**src/hw/rtl/pwrbam_pkg.sv**
```systemverilog
// Shared types and constants for the power draw band alarm monitor.
// Holds the request/response payload structs, the config struct and the zone codes.
// No dependencies.
`timescale 1ns / 1ps

package pwrbam_pkg;

   // Zone codes reported per tick
   typedef enum logic [2:0] {
      ZONE_UNKNOWN = 3'd0,
      ZONE_OFF     = 3'd1,
      ZONE_GREEN   = 3'd2,
      ZONE_YELLOW  = 3'd3,
      ZONE_RED     = 3'd4
   } zone_type;

   // Config register indexes
   localparam logic [2:0] REG_MIN_RUNNING_WATTS = 3'd0;
   localparam logic [2:0] REG_BASELINE_Q4       = 3'd1;
   localparam logic [2:0] REG_CALIBRATED        = 3'd2;
   localparam logic [2:0] REG_GREEN_SPAN        = 3'd3;
   localparam logic [2:0] REG_YELLOW_SPAN       = 3'd4;
   localparam logic [2:0] REG_ALARM_DELAY_TICKS = 3'd5;
   localparam logic [2:0] REG_DEBOUNCE_COUNT    = 3'd6;
   localparam logic [2:0] REG_FAIL_LIMIT        = 3'd7;

   localparam int CSR_INDEX_W = 3;
   localparam int CSR_DATA_W  = 16;

   // Config reset values
   localparam logic [15:0] RST_MIN_RUNNING_WATTS = 16'd5;
   localparam logic [15:0] RST_BASELINE_Q4       = 16'd0;
   localparam logic        RST_CALIBRATED        = 1'b0;
   localparam logic [6:0]  RST_GREEN_SPAN        = 7'd10;
   localparam logic [6:0]  RST_YELLOW_SPAN       = 7'd20;
   localparam logic [15:0] RST_ALARM_DELAY_TICKS = 16'd30;
   localparam logic [7:0]  RST_DEBOUNCE_COUNT    = 8'd2;
   localparam logic [7:0]  RST_FAIL_LIMIT        = 8'd3;

   localparam logic [7:0]  STREAK_MAX = 8'hFF;
   localparam logic [15:0] TICKS_MAX  = 16'hFFFF;

   typedef struct packed {
      logic        calibrating;
      logic        link_up;
      logic        plug_present;
      logic        read_ok;
      logic [15:0] reading_watts;
   } req_type;

   typedef struct packed {
      zone_type    zone;
      logic        alarm;
      logic        running;
      logic        online;
      logic        reading_valid;
      logic [15:0] cached_watts;
   } rsp_type;

   typedef struct packed {
      logic [15:0] min_running_watts;
      logic [15:0] baseline_q4;
      logic        calibrated;
      logic [6:0]  green_span;
      logic [6:0]  yellow_span;
      logic [15:0] alarm_delay_ticks;
      logic [7:0]  debounce_count;
      logic [7:0]  fail_limit;
   } cfg_type;

endpackage

```
**src/hw/rtl/pwrbam_zone.sv**
```systemverilog
// Zone classifier: maps the cached reading to unknown/off/green/yellow/red.
// Band edges are compared exactly as W*1600 against baseline_q4*(100 -/+ pct).
// Depends on pwrbam_pkg.
`timescale 1ns / 1ps

module pwrbam_zone (
   input  pwrbam_pkg::cfg_type  cfg,
   input  logic                 held_valid,
   input  logic [15:0]          held_watts,
   output pwrbam_pkg::zone_type zone
);

   logic        [26:0] wl_u;
   logic signed [28:0] wl;
   logic signed [16:0] base_s;
   logic signed [7:0]  green_lo_f;
   logic signed [7:0]  yellow_lo_f;
   logic        [8:0]  green_hi_f;
   logic        [8:0]  yellow_hi_f;
   logic signed [24:0] green_lo_p;
   logic signed [24:0] yellow_lo_p;
   logic        [24:0] green_hi_p;
   logic        [24:0] yellow_hi_p;
   logic signed [28:0] glo;
   logic signed [28:0] ylo;
   logic signed [28:0] ghi;
   logic signed [28:0] yhi;
   logic               in_green;
   logic               in_yellow;

   // Scale watts by 1600 (1024 + 512 + 64) to match the Q12.4 percent products
   assign wl_u = {1'b0, held_watts, 10'b0} + {2'b0, held_watts, 9'b0}
               + {5'b0, held_watts, 6'b0};
   assign wl   = $signed({2'b00, wl_u});

   // Band factors; the low factor goes negative for percents above 100
   assign base_s      = $signed({1'b0, cfg.baseline_q4});
   assign green_lo_f  = 8'sd100 - $signed({1'b0, cfg.green_span});
   assign yellow_lo_f = 8'sd100 - $signed({1'b0, cfg.yellow_span});
   assign green_hi_f  = 9'd100 + {2'b0, cfg.green_span};
   assign yellow_hi_f = 9'd100 + {2'b0, cfg.yellow_span};

   assign green_lo_p  = 25'(base_s) * 25'(green_lo_f);
   assign yellow_lo_p = 25'(base_s) * 25'(yellow_lo_f);
   assign green_hi_p  = {9'b0, cfg.baseline_q4} * {16'b0, green_hi_f};
   assign yellow_hi_p = {9'b0, cfg.baseline_q4} * {16'b0, yellow_hi_f};

   assign glo = {{4{green_lo_p[24]}}, green_lo_p};
   assign ylo = {{4{yellow_lo_p[24]}}, yellow_lo_p};
   assign ghi = $signed({4'b0, green_hi_p});
   assign yhi = $signed({4'b0, yellow_hi_p});

   assign in_green  = (wl >= glo) && (wl <= ghi);
   assign in_yellow = ((wl >= ylo) && (wl < glo)) || ((wl > ghi) && (wl <= yhi));

   // Pick the zone, validity and off checks first
   always_comb begin
      if (!held_valid) begin
         zone = pwrbam_pkg::ZONE_UNKNOWN;
      end else if (held_watts <= cfg.min_running_watts) begin
         zone = pwrbam_pkg::ZONE_OFF;
      end else if (!cfg.calibrated) begin
         zone = pwrbam_pkg::ZONE_UNKNOWN;
      end else if (in_green) begin
         zone = pwrbam_pkg::ZONE_GREEN;
      end else if (in_yellow) begin
         zone = pwrbam_pkg::ZONE_YELLOW;
      end else begin
         zone = pwrbam_pkg::ZONE_RED;
      end
   end

endmodule

```
**src/hw/rtl/power_draw_band_alarm_monitor.sv**
```systemverilog
// Top level of the power draw band alarm monitor: request register, read-stage
// state update, zone/alarm evaluation and response register. Depends on
// pwrbam_pkg and pwrbam_zone.
`timescale 1ns / 1ps

//  channel  | ports                              | direction | moves
//  ---------+------------------------------------+-----------+-------------------------
//  request  | req_valid, req_stall, req_data     | in        | one poll tick
//  response | rsp_valid, rsp_stall, rsp_data     | out       | zone, alarm, cached read
//  config   | csr_wr_en, csr_index, csr_wdata    | in        | one register write
//
// One request per cycle sustained while rsp_stall is low; a request's response shows on
// rsp_data once it has been accepted and has passed the request register, then the state
// update into the response register, where it is held until it is taken.
// Reset restores the register defaults and clears all tick state and both stages.
// A stalled response holds its stage; the request register keeps taking a request
// as long as it is empty or can move into the response register.

module power_draw_band_alarm_monitor (
   input  logic                                 clock,
   input  logic                                 reset,
   input  logic                                 req_valid,
   output logic                                 req_stall,
   input  pwrbam_pkg::req_type                  req_data,
   output logic                                 rsp_valid,
   input  logic                                 rsp_stall,
   output pwrbam_pkg::rsp_type                  rsp_data,
   input  logic                                 csr_wr_en,
   input  logic [pwrbam_pkg::CSR_INDEX_W-1:0]   csr_index,
   input  logic [pwrbam_pkg::CSR_DATA_W-1:0]    csr_wdata
);

   // Config registers
   pwrbam_pkg::cfg_type cfg_ff, cfg_in;

   // Pipeline stages
   logic                req_valid_ff, req_valid_in;
   pwrbam_pkg::req_type req_data_ff, req_data_in;
   logic                rsp_valid_ff, rsp_valid_in;
   pwrbam_pkg::rsp_type rsp_data_ff, rsp_data_in;

   // Tick state
   logic [15:0] held_watts_ff, held_watts_in;
   logic        held_valid_ff, held_valid_in;
   logic        is_on_ff, is_on_in;
   logic        is_online_ff, is_online_in;
   logic [7:0]  high_streak_ff, high_streak_in;
   logic [7:0]  low_streak_ff, low_streak_in;
   logic [7:0]  fail_streak_ff, fail_streak_in;
   logic        abn_active_ff, abn_active_in;
   logic [15:0] abn_ticks_ff, abn_ticks_in;

   logic                 accept;
   logic                 advance;
   logic [7:0]           low_inc;
   logic [7:0]           high_inc;
   logic [7:0]           fail_inc;
   logic [15:0]          ticks_inc;
   logic                 alarm;
   pwrbam_pkg::zone_type zone;

   // Handshake: the request stage moves when the response stage is free or draining
   assign advance   = req_valid_ff && (!rsp_valid_ff || !rsp_stall);
   assign req_stall = req_valid_ff && !advance;
   assign accept    = req_valid && !req_stall;
   assign rsp_valid = rsp_valid_ff;
   assign rsp_data  = rsp_data_ff;

   // Config write decode
   always_comb begin
      cfg_in = cfg_ff;
      if (csr_wr_en) begin
         unique case (csr_index)
            pwrbam_pkg::REG_MIN_RUNNING_WATTS: cfg_in.min_running_watts = csr_wdata;
            pwrbam_pkg::REG_BASELINE_Q4:       cfg_in.baseline_q4       = csr_wdata;
            pwrbam_pkg::REG_CALIBRATED:        cfg_in.calibrated        = csr_wdata[0];
            pwrbam_pkg::REG_GREEN_SPAN:        cfg_in.green_span        = csr_wdata[6:0];
            pwrbam_pkg::REG_YELLOW_SPAN:       cfg_in.yellow_span       = csr_wdata[6:0];
            pwrbam_pkg::REG_ALARM_DELAY_TICKS: cfg_in.alarm_delay_ticks = csr_wdata;
            pwrbam_pkg::REG_DEBOUNCE_COUNT:    cfg_in.debounce_count    = csr_wdata[7:0];
            pwrbam_pkg::REG_FAIL_LIMIT:        cfg_in.fail_limit        = csr_wdata[7:0];
            default: ;
         endcase
      end
   end

   // Saturating increments
   assign low_inc   = (low_streak_ff == pwrbam_pkg::STREAK_MAX) ? low_streak_ff
                                                                : low_streak_ff + 8'd1;
   assign high_inc  = (high_streak_ff == pwrbam_pkg::STREAK_MAX) ? high_streak_ff
                                                                 : high_streak_ff + 8'd1;
   assign fail_inc  = (fail_streak_ff == pwrbam_pkg::STREAK_MAX) ? fail_streak_ff
                                                                 : fail_streak_ff + 8'd1;
   assign ticks_inc = (abn_ticks_ff == pwrbam_pkg::TICKS_MAX) ? abn_ticks_ff
                                                              : abn_ticks_ff + 16'd1;

   // Read stage: calibrating, then link, then plug, then read result
   always_comb begin
      held_watts_in  = held_watts_ff;
      held_valid_in  = held_valid_ff;
      is_on_in       = is_on_ff;
      is_online_in   = is_online_ff;
      high_streak_in = high_streak_ff;
      low_streak_in  = low_streak_ff;
      fail_streak_in = fail_streak_ff;
      if (advance && !req_data_ff.calibrating) begin
         if (!req_data_ff.link_up) begin
            is_online_in = 1'b0;
         end else if (!req_data_ff.plug_present) begin
            is_online_in   = 1'b0;
            held_valid_in  = 1'b0;
            is_on_in       = 1'b0;
            fail_streak_in = 8'd0;
            high_streak_in = 8'd0;
            low_streak_in  = 8'd0;
         end else if (req_data_ff.read_ok) begin
            is_online_in   = 1'b1;
            fail_streak_in = 8'd0;
            if (req_data_ff.reading_watts <= cfg_ff.min_running_watts) begin
               high_streak_in = 8'd0;
               low_streak_in  = low_inc;
               if (low_inc >= cfg_ff.debounce_count) begin
                  held_watts_in = req_data_ff.reading_watts;
                  held_valid_in = 1'b1;
                  is_on_in      = 1'b0;
               end
            end else begin
               low_streak_in  = 8'd0;
               high_streak_in = high_inc;
               if (high_inc >= cfg_ff.debounce_count) begin
                  held_watts_in = req_data_ff.reading_watts;
                  held_valid_in = 1'b1;
                  is_on_in      = 1'b1;
               end
            end
         end else begin
            is_online_in   = 1'b0;
            fail_streak_in = fail_inc;
            if (fail_inc >= cfg_ff.fail_limit) begin
               held_watts_in = 16'd0;
               held_valid_in = 1'b1;
               is_on_in      = 1'b0;
            end
         end
      end
   end

   // Classify the updated cached reading
   pwrbam_zone u_zone (
      .cfg        (cfg_ff),
      .held_valid (held_valid_in),
      .held_watts (held_watts_in),
      .zone       (zone)
   );

   // Abnormal persistence tracking; the first abnormal tick never alarms
   always_comb begin
      abn_active_in = abn_active_ff;
      abn_ticks_in  = abn_ticks_ff;
      alarm         = 1'b0;
      if (advance) begin
         if (zone == pwrbam_pkg::ZONE_YELLOW || zone == pwrbam_pkg::ZONE_RED) begin
            if (!abn_active_ff) begin
               abn_active_in = 1'b1;
               abn_ticks_in  = 16'd0;
            end else begin
               abn_ticks_in = ticks_inc;
               alarm        = (ticks_inc >= cfg_ff.alarm_delay_ticks);
            end
         end else begin
            abn_active_in = 1'b0;
            abn_ticks_in  = 16'd0;
         end
      end
   end

   // Stage next values
   always_comb begin
      req_valid_in = accept || (req_valid_ff && !advance);
      req_data_in  = accept ? req_data : req_data_ff;
      rsp_valid_in = advance || (rsp_valid_ff && rsp_stall);
      rsp_data_in  = rsp_data_ff;
      if (advance) begin
         rsp_data_in.zone          = zone;
         rsp_data_in.alarm         = alarm;
         rsp_data_in.running       = held_valid_in && is_on_in;
         rsp_data_in.online        = is_online_in;
         rsp_data_in.reading_valid = held_valid_in;
         rsp_data_in.cached_watts  = held_watts_in;
      end
   end

   // Control and state registers
   always_ff @(posedge clock) begin
      if (reset) begin
         cfg_ff.min_running_watts <= pwrbam_pkg::RST_MIN_RUNNING_WATTS;
         cfg_ff.baseline_q4       <= pwrbam_pkg::RST_BASELINE_Q4;
         cfg_ff.calibrated        <= pwrbam_pkg::RST_CALIBRATED;
         cfg_ff.green_span        <= pwrbam_pkg::RST_GREEN_SPAN;
         cfg_ff.yellow_span       <= pwrbam_pkg::RST_YELLOW_SPAN;
         cfg_ff.alarm_delay_ticks <= pwrbam_pkg::RST_ALARM_DELAY_TICKS;
         cfg_ff.debounce_count    <= pwrbam_pkg::RST_DEBOUNCE_COUNT;
         cfg_ff.fail_limit        <= pwrbam_pkg::RST_FAIL_LIMIT;
         req_valid_ff   <= 1'b0;
         rsp_valid_ff   <= 1'b0;
         held_watts_ff  <= 16'd0;
         held_valid_ff  <= 1'b0;
         is_on_ff       <= 1'b0;
         is_online_ff   <= 1'b0;
         high_streak_ff <= 8'd0;
         low_streak_ff  <= 8'd0;
         fail_streak_ff <= 8'd0;
         abn_active_ff  <= 1'b0;
         abn_ticks_ff   <= 16'd0;
      end else begin
         cfg_ff         <= cfg_in;
         req_valid_ff   <= req_valid_in;
         rsp_valid_ff   <= rsp_valid_in;
         held_watts_ff  <= held_watts_in;
         held_valid_ff  <= held_valid_in;
         is_on_ff       <= is_on_in;
         is_online_ff   <= is_online_in;
         high_streak_ff <= high_streak_in;
         low_streak_ff  <= low_streak_in;
         fail_streak_ff <= fail_streak_in;
         abn_active_ff  <= abn_active_in;
         abn_ticks_ff   <= abn_ticks_in;
      end
   end

   // Payload registers
   always_ff @(posedge clock) begin
      req_data_ff <= req_data_in;
      rsp_data_ff <= rsp_data_in;
   end

endmodule
```
**config.mk**
```make
export PLATFORM = sky130hd
export DESIGN_NAME = power_draw_band_alarm_monitor
export DESIGN_NICKNAME = d
export VERILOG_FILES = /design/src/hw/rtl/pwrbam_pkg.sv /design/src/hw/rtl/pwrbam_zone.sv /design/src/hw/rtl/power_draw_band_alarm_monitor.sv
export SDC_FILE = /design/constraint.sdc
export NUM_CORES = 2
export LEC_CHECK = 0
export BUFFER_PORTS_ARGS = -buffer_cell sky130_fd_sc_hd__buf_4
export CAP_MARGIN = 20
export CORE_ASPECT_RATIO = 1.75
export CORE_UTILIZATION = 66
export DETAILED_ROUTE_END_ITERATION = 10
export PLACE_DENSITY = 0.83
export SLEW_MARGIN = 0
export SYNTH_ARGS = -nofsm -noshare
export SYNTH_HDL_FRONTEND = slang
export SYNTH_HIERARCHICAL = 1
export SYNTH_SLANG_ARGS = --single-unit
```
**constraint.sdc**
```tcl
create_clock -name clock -period 11.9 [get_ports clock]
set_clock_uncertainty 0.15 [all_clocks]
set_input_delay 1.785 -clock clock [delete_from_list [all_inputs] [get_ports clock]]
set_output_delay 1.785 -clock clock [all_outputs]
set_load 0.005 [all_outputs]
```
==> flow_summary.toml <==
[clock_tree]
clkTransAtPathRegs_ps = 70
cts-hold-fix-buffers = 0
postCtsSetupRepairBufs = 0
clk_latency_ps = 460
cts_buffers = 17
cts_htree_levels = 4
clock_sinks = 184
cts_resized = 0
root_buffer = "clkbuf_16"
cts_tree = "done"
clockBufferDepth = 2

[critical_path]
cp.depth = 36
slowest_stage = "a22o_1"
r2r_cells = 36
crit_family = "compound AO/OA/AOI/OAI gates"
critPathLaunchType = "flip-flop"
cpPeakStageDelay_ps = 670
worst_ep_required_time_ps = 12080
path_class = "flip-flop to flip-flop"
cp-end-kind = "flip-flop"
critPathArrivalTime_ps = 11140
cp_max_fo = 17
cp_num_buf_inv = 0

[drt]
wl_per_cell_um = 21.2
drcViolationCount = 0
wl_um = 82500
via_per_inst = 6.23
ant_nets = 0
firstDrtPassIters = 8
routed-via-count = 24200
drtIter0Drc = 1469

[outcome]
status = "finished, final reports clean"

[die]
fp.coreArea_um2 = 42500
die_h_um = 277
rows = 100
initial_core_util_pct = 66.8
dieArea_um2 = 44000
fp.dieW_um = 159
ios = 69

[finish]
fin_nets = 4090
final_cells = 3885
drive_above_1_share_pct = 5.72
area_growth_pct = 6.14
final_core_util_pct = 71.0
final_area_um2 = 30200

[grt]
grt_start_max_net_pins = 58
grt_pass1_wl_um = 132000
first_global_vias = 26300
globalRouteOverflowTotal = 0
grt_antenna_before_repair = 1
track_usage_pct = 38.5

[place]
io_buffers = 68
place.gp.congestion = 1.02
dp_cells = 3851
post_dp_cell_area_um2 = 29500
dp_hpwl_um = 64700

[timing]
final.period_utilization_pct = 92.0
finalCriticalPeriod_ps = 10950
slew_headroom_pct = 27.5
setup_viol = 0
fmax_mhz = 91.3
rsz0062_at_grt = "false"
hold_viol = 0
timing.final.max_slew_violations = 0
tns_ps = 0
worstMarginPinSlew_ps = 1080

[hold_path]
hold_depth = 2
min_path_type = "flip-flop to flip-flop"

[synth]
synthCells = 3295
synthArstFlopShare_pct = 0
synth.cell_area_um2 = 28400
synth_cell_types = 87
syn-num-nets = 4075
synth_warnings = 6
ys_seq_area_share_pct = 14.5
syn_avg_cell_area_um2 = 8.63
synth-edff-count = 43
synth-seq-cells = 184
ys.flop_type = "dfxtp_1"

[flow_run]
maxCapViolCount = 0

[pwr]
p_leak_uw = 0.0151
p_per_area_nw_per_um2 = 54.7
ir_drop_uv = 125
[registers in the layout (all words and copies together), names as in the netlist]
register / flops
abn_active_ff: 1
abn_ticks_ff: 16
cfg_ff: 79
fail_streak_ff: 8
held_valid_ff: 1
held_watts_ff: 16
high_streak_ff: 8
is_on_ff: 1
is_online_ff: 1
low_streak_ff: 8
req_data_ff: 20
req_valid_ff: 1
rsp_data: 23
rsp_valid: 1
[worst reg2reg max path: cells and delay by family (launching register included)]
kind                       cells  cell delay, ps
DFF                            1             420
and+or+nand+nor               11            2450
xor gates and xnor gates       1             360
AOI/OAI and AO/OA             16            4660
adders and majority gates      6            2070
muxes                          2             720
[final timing paths]
path                         start  slack [ps]               end
setup / recovery  low_streak_ff[0]         950  abn_ticks_ff[11]
hold / removal          cfg_ff[53]         310        cfg_ff[53]
setup reg to reg  low_streak_ff[0]         950  abn_ticks_ff[11]
hold reg to reg         cfg_ff[53]         310        cfg_ff[53]
[cells by family after synthesis]
kind of cell	synth area share [%]
compound gates	12.2
xor+xnor	3.63
fa+ha+maj	41.6
buf+inv	8.36
flops	14.5
mux	0.695
simple gates	19.0
[routing by layer]
layer / global-route usage (%) / vias up / part of all wire, %
met3: 5.20 / 501 / 5.9
met2: 68.8 / 1106 / 51
met1: 37.4 / 11800 / 32
met5: 0 / - / 0
li1: - / 10800 / -
met4: 38.4 / 0 / 11
[cell type report]
class / count / area [um^2]
well taps: 561 / 702
diodes: 1 / 2.50
inverters: 509 / 1910
clock buffers: 17 / 425
fillers: 3291 / 12400
flip-flops and latches: 184 / 4110
multi-input cells: 2483 / 22000
repair buffers: 115 / 875
clock inverters: 15 / 200
[stage by stage]
| stage | setup slack [ps] | power, uW | hold slack, ps |
|---|---|---|---|
| finish | 949 | 1650 | 308 |
| global placement | 1130 | 1030 | 292 |
| floorplan | 2550 | 919 | 285 |
| global route | 408 | 1710 | 322 |
| detailed placement | 893 | 1050 | 299 |
| CTS | 1100 | 1650 | 309 |
[synth_stat cells, types with 19 or more instances]
cell type | count | area [um^2]
nand2b_1 | 30 | 188
a211oi_1 | 24 | 180
a22oi_1 | 24 | 180
inv_1 | 508 | 1910
ha_1 | 385 | 4820
nand2_1 | 370 | 1390
a21oi_1 | 181 | 906
or2_2 | 19 | 119
nor2b_1 | 72 | 450
nand4_1 | 30 | 188
edfxtp_1 | 43 | 1290
nor2_1 | 161 | 604
clkbuf_1 | 112 | 420
dfxtp_1 | 141 | 2820
xor2_1 | 63 | 552
and2_1 | 249 | 1560
xnor2_1 | 55 | 482
nand3_1 | 50 | 250
a21o_1 | 67 | 503
fa_1 | 351 | 7030
o21a_1 | 30 | 225
o21ai_0 | 67 | 335
and3_1 | 31 | 194
nor3_1 | 31 | 155
[power by group]
part	internal [uW]	switching, uW	leakage, uW
registers	653	17.7	0.00155
logic	142	230	0.0133
clock network	323	285	0.000304
[cell usage in the layout, fill, tap and decap left out, types with 55 or more instances in the layout]
| cell type | count |
|---|---|
| nor2b_1 | 71 |
| fa_1 | 351 |
| dfxtp_1 | 141 |
| xor2_1 | 63 |
| nand2_1 | 370 |
| a21o_1 | 67 |
| inv_1 | 508 |
| a21oi_1 | 181 |
| xnor2_1 | 55 |
| ha_1 | 385 |
| and2_1 | 249 |
| buf_4 | 113 |
| nor2_1 | 161 |
| o21ai_0 | 67 |
Power figures use the tool's default switching activity.
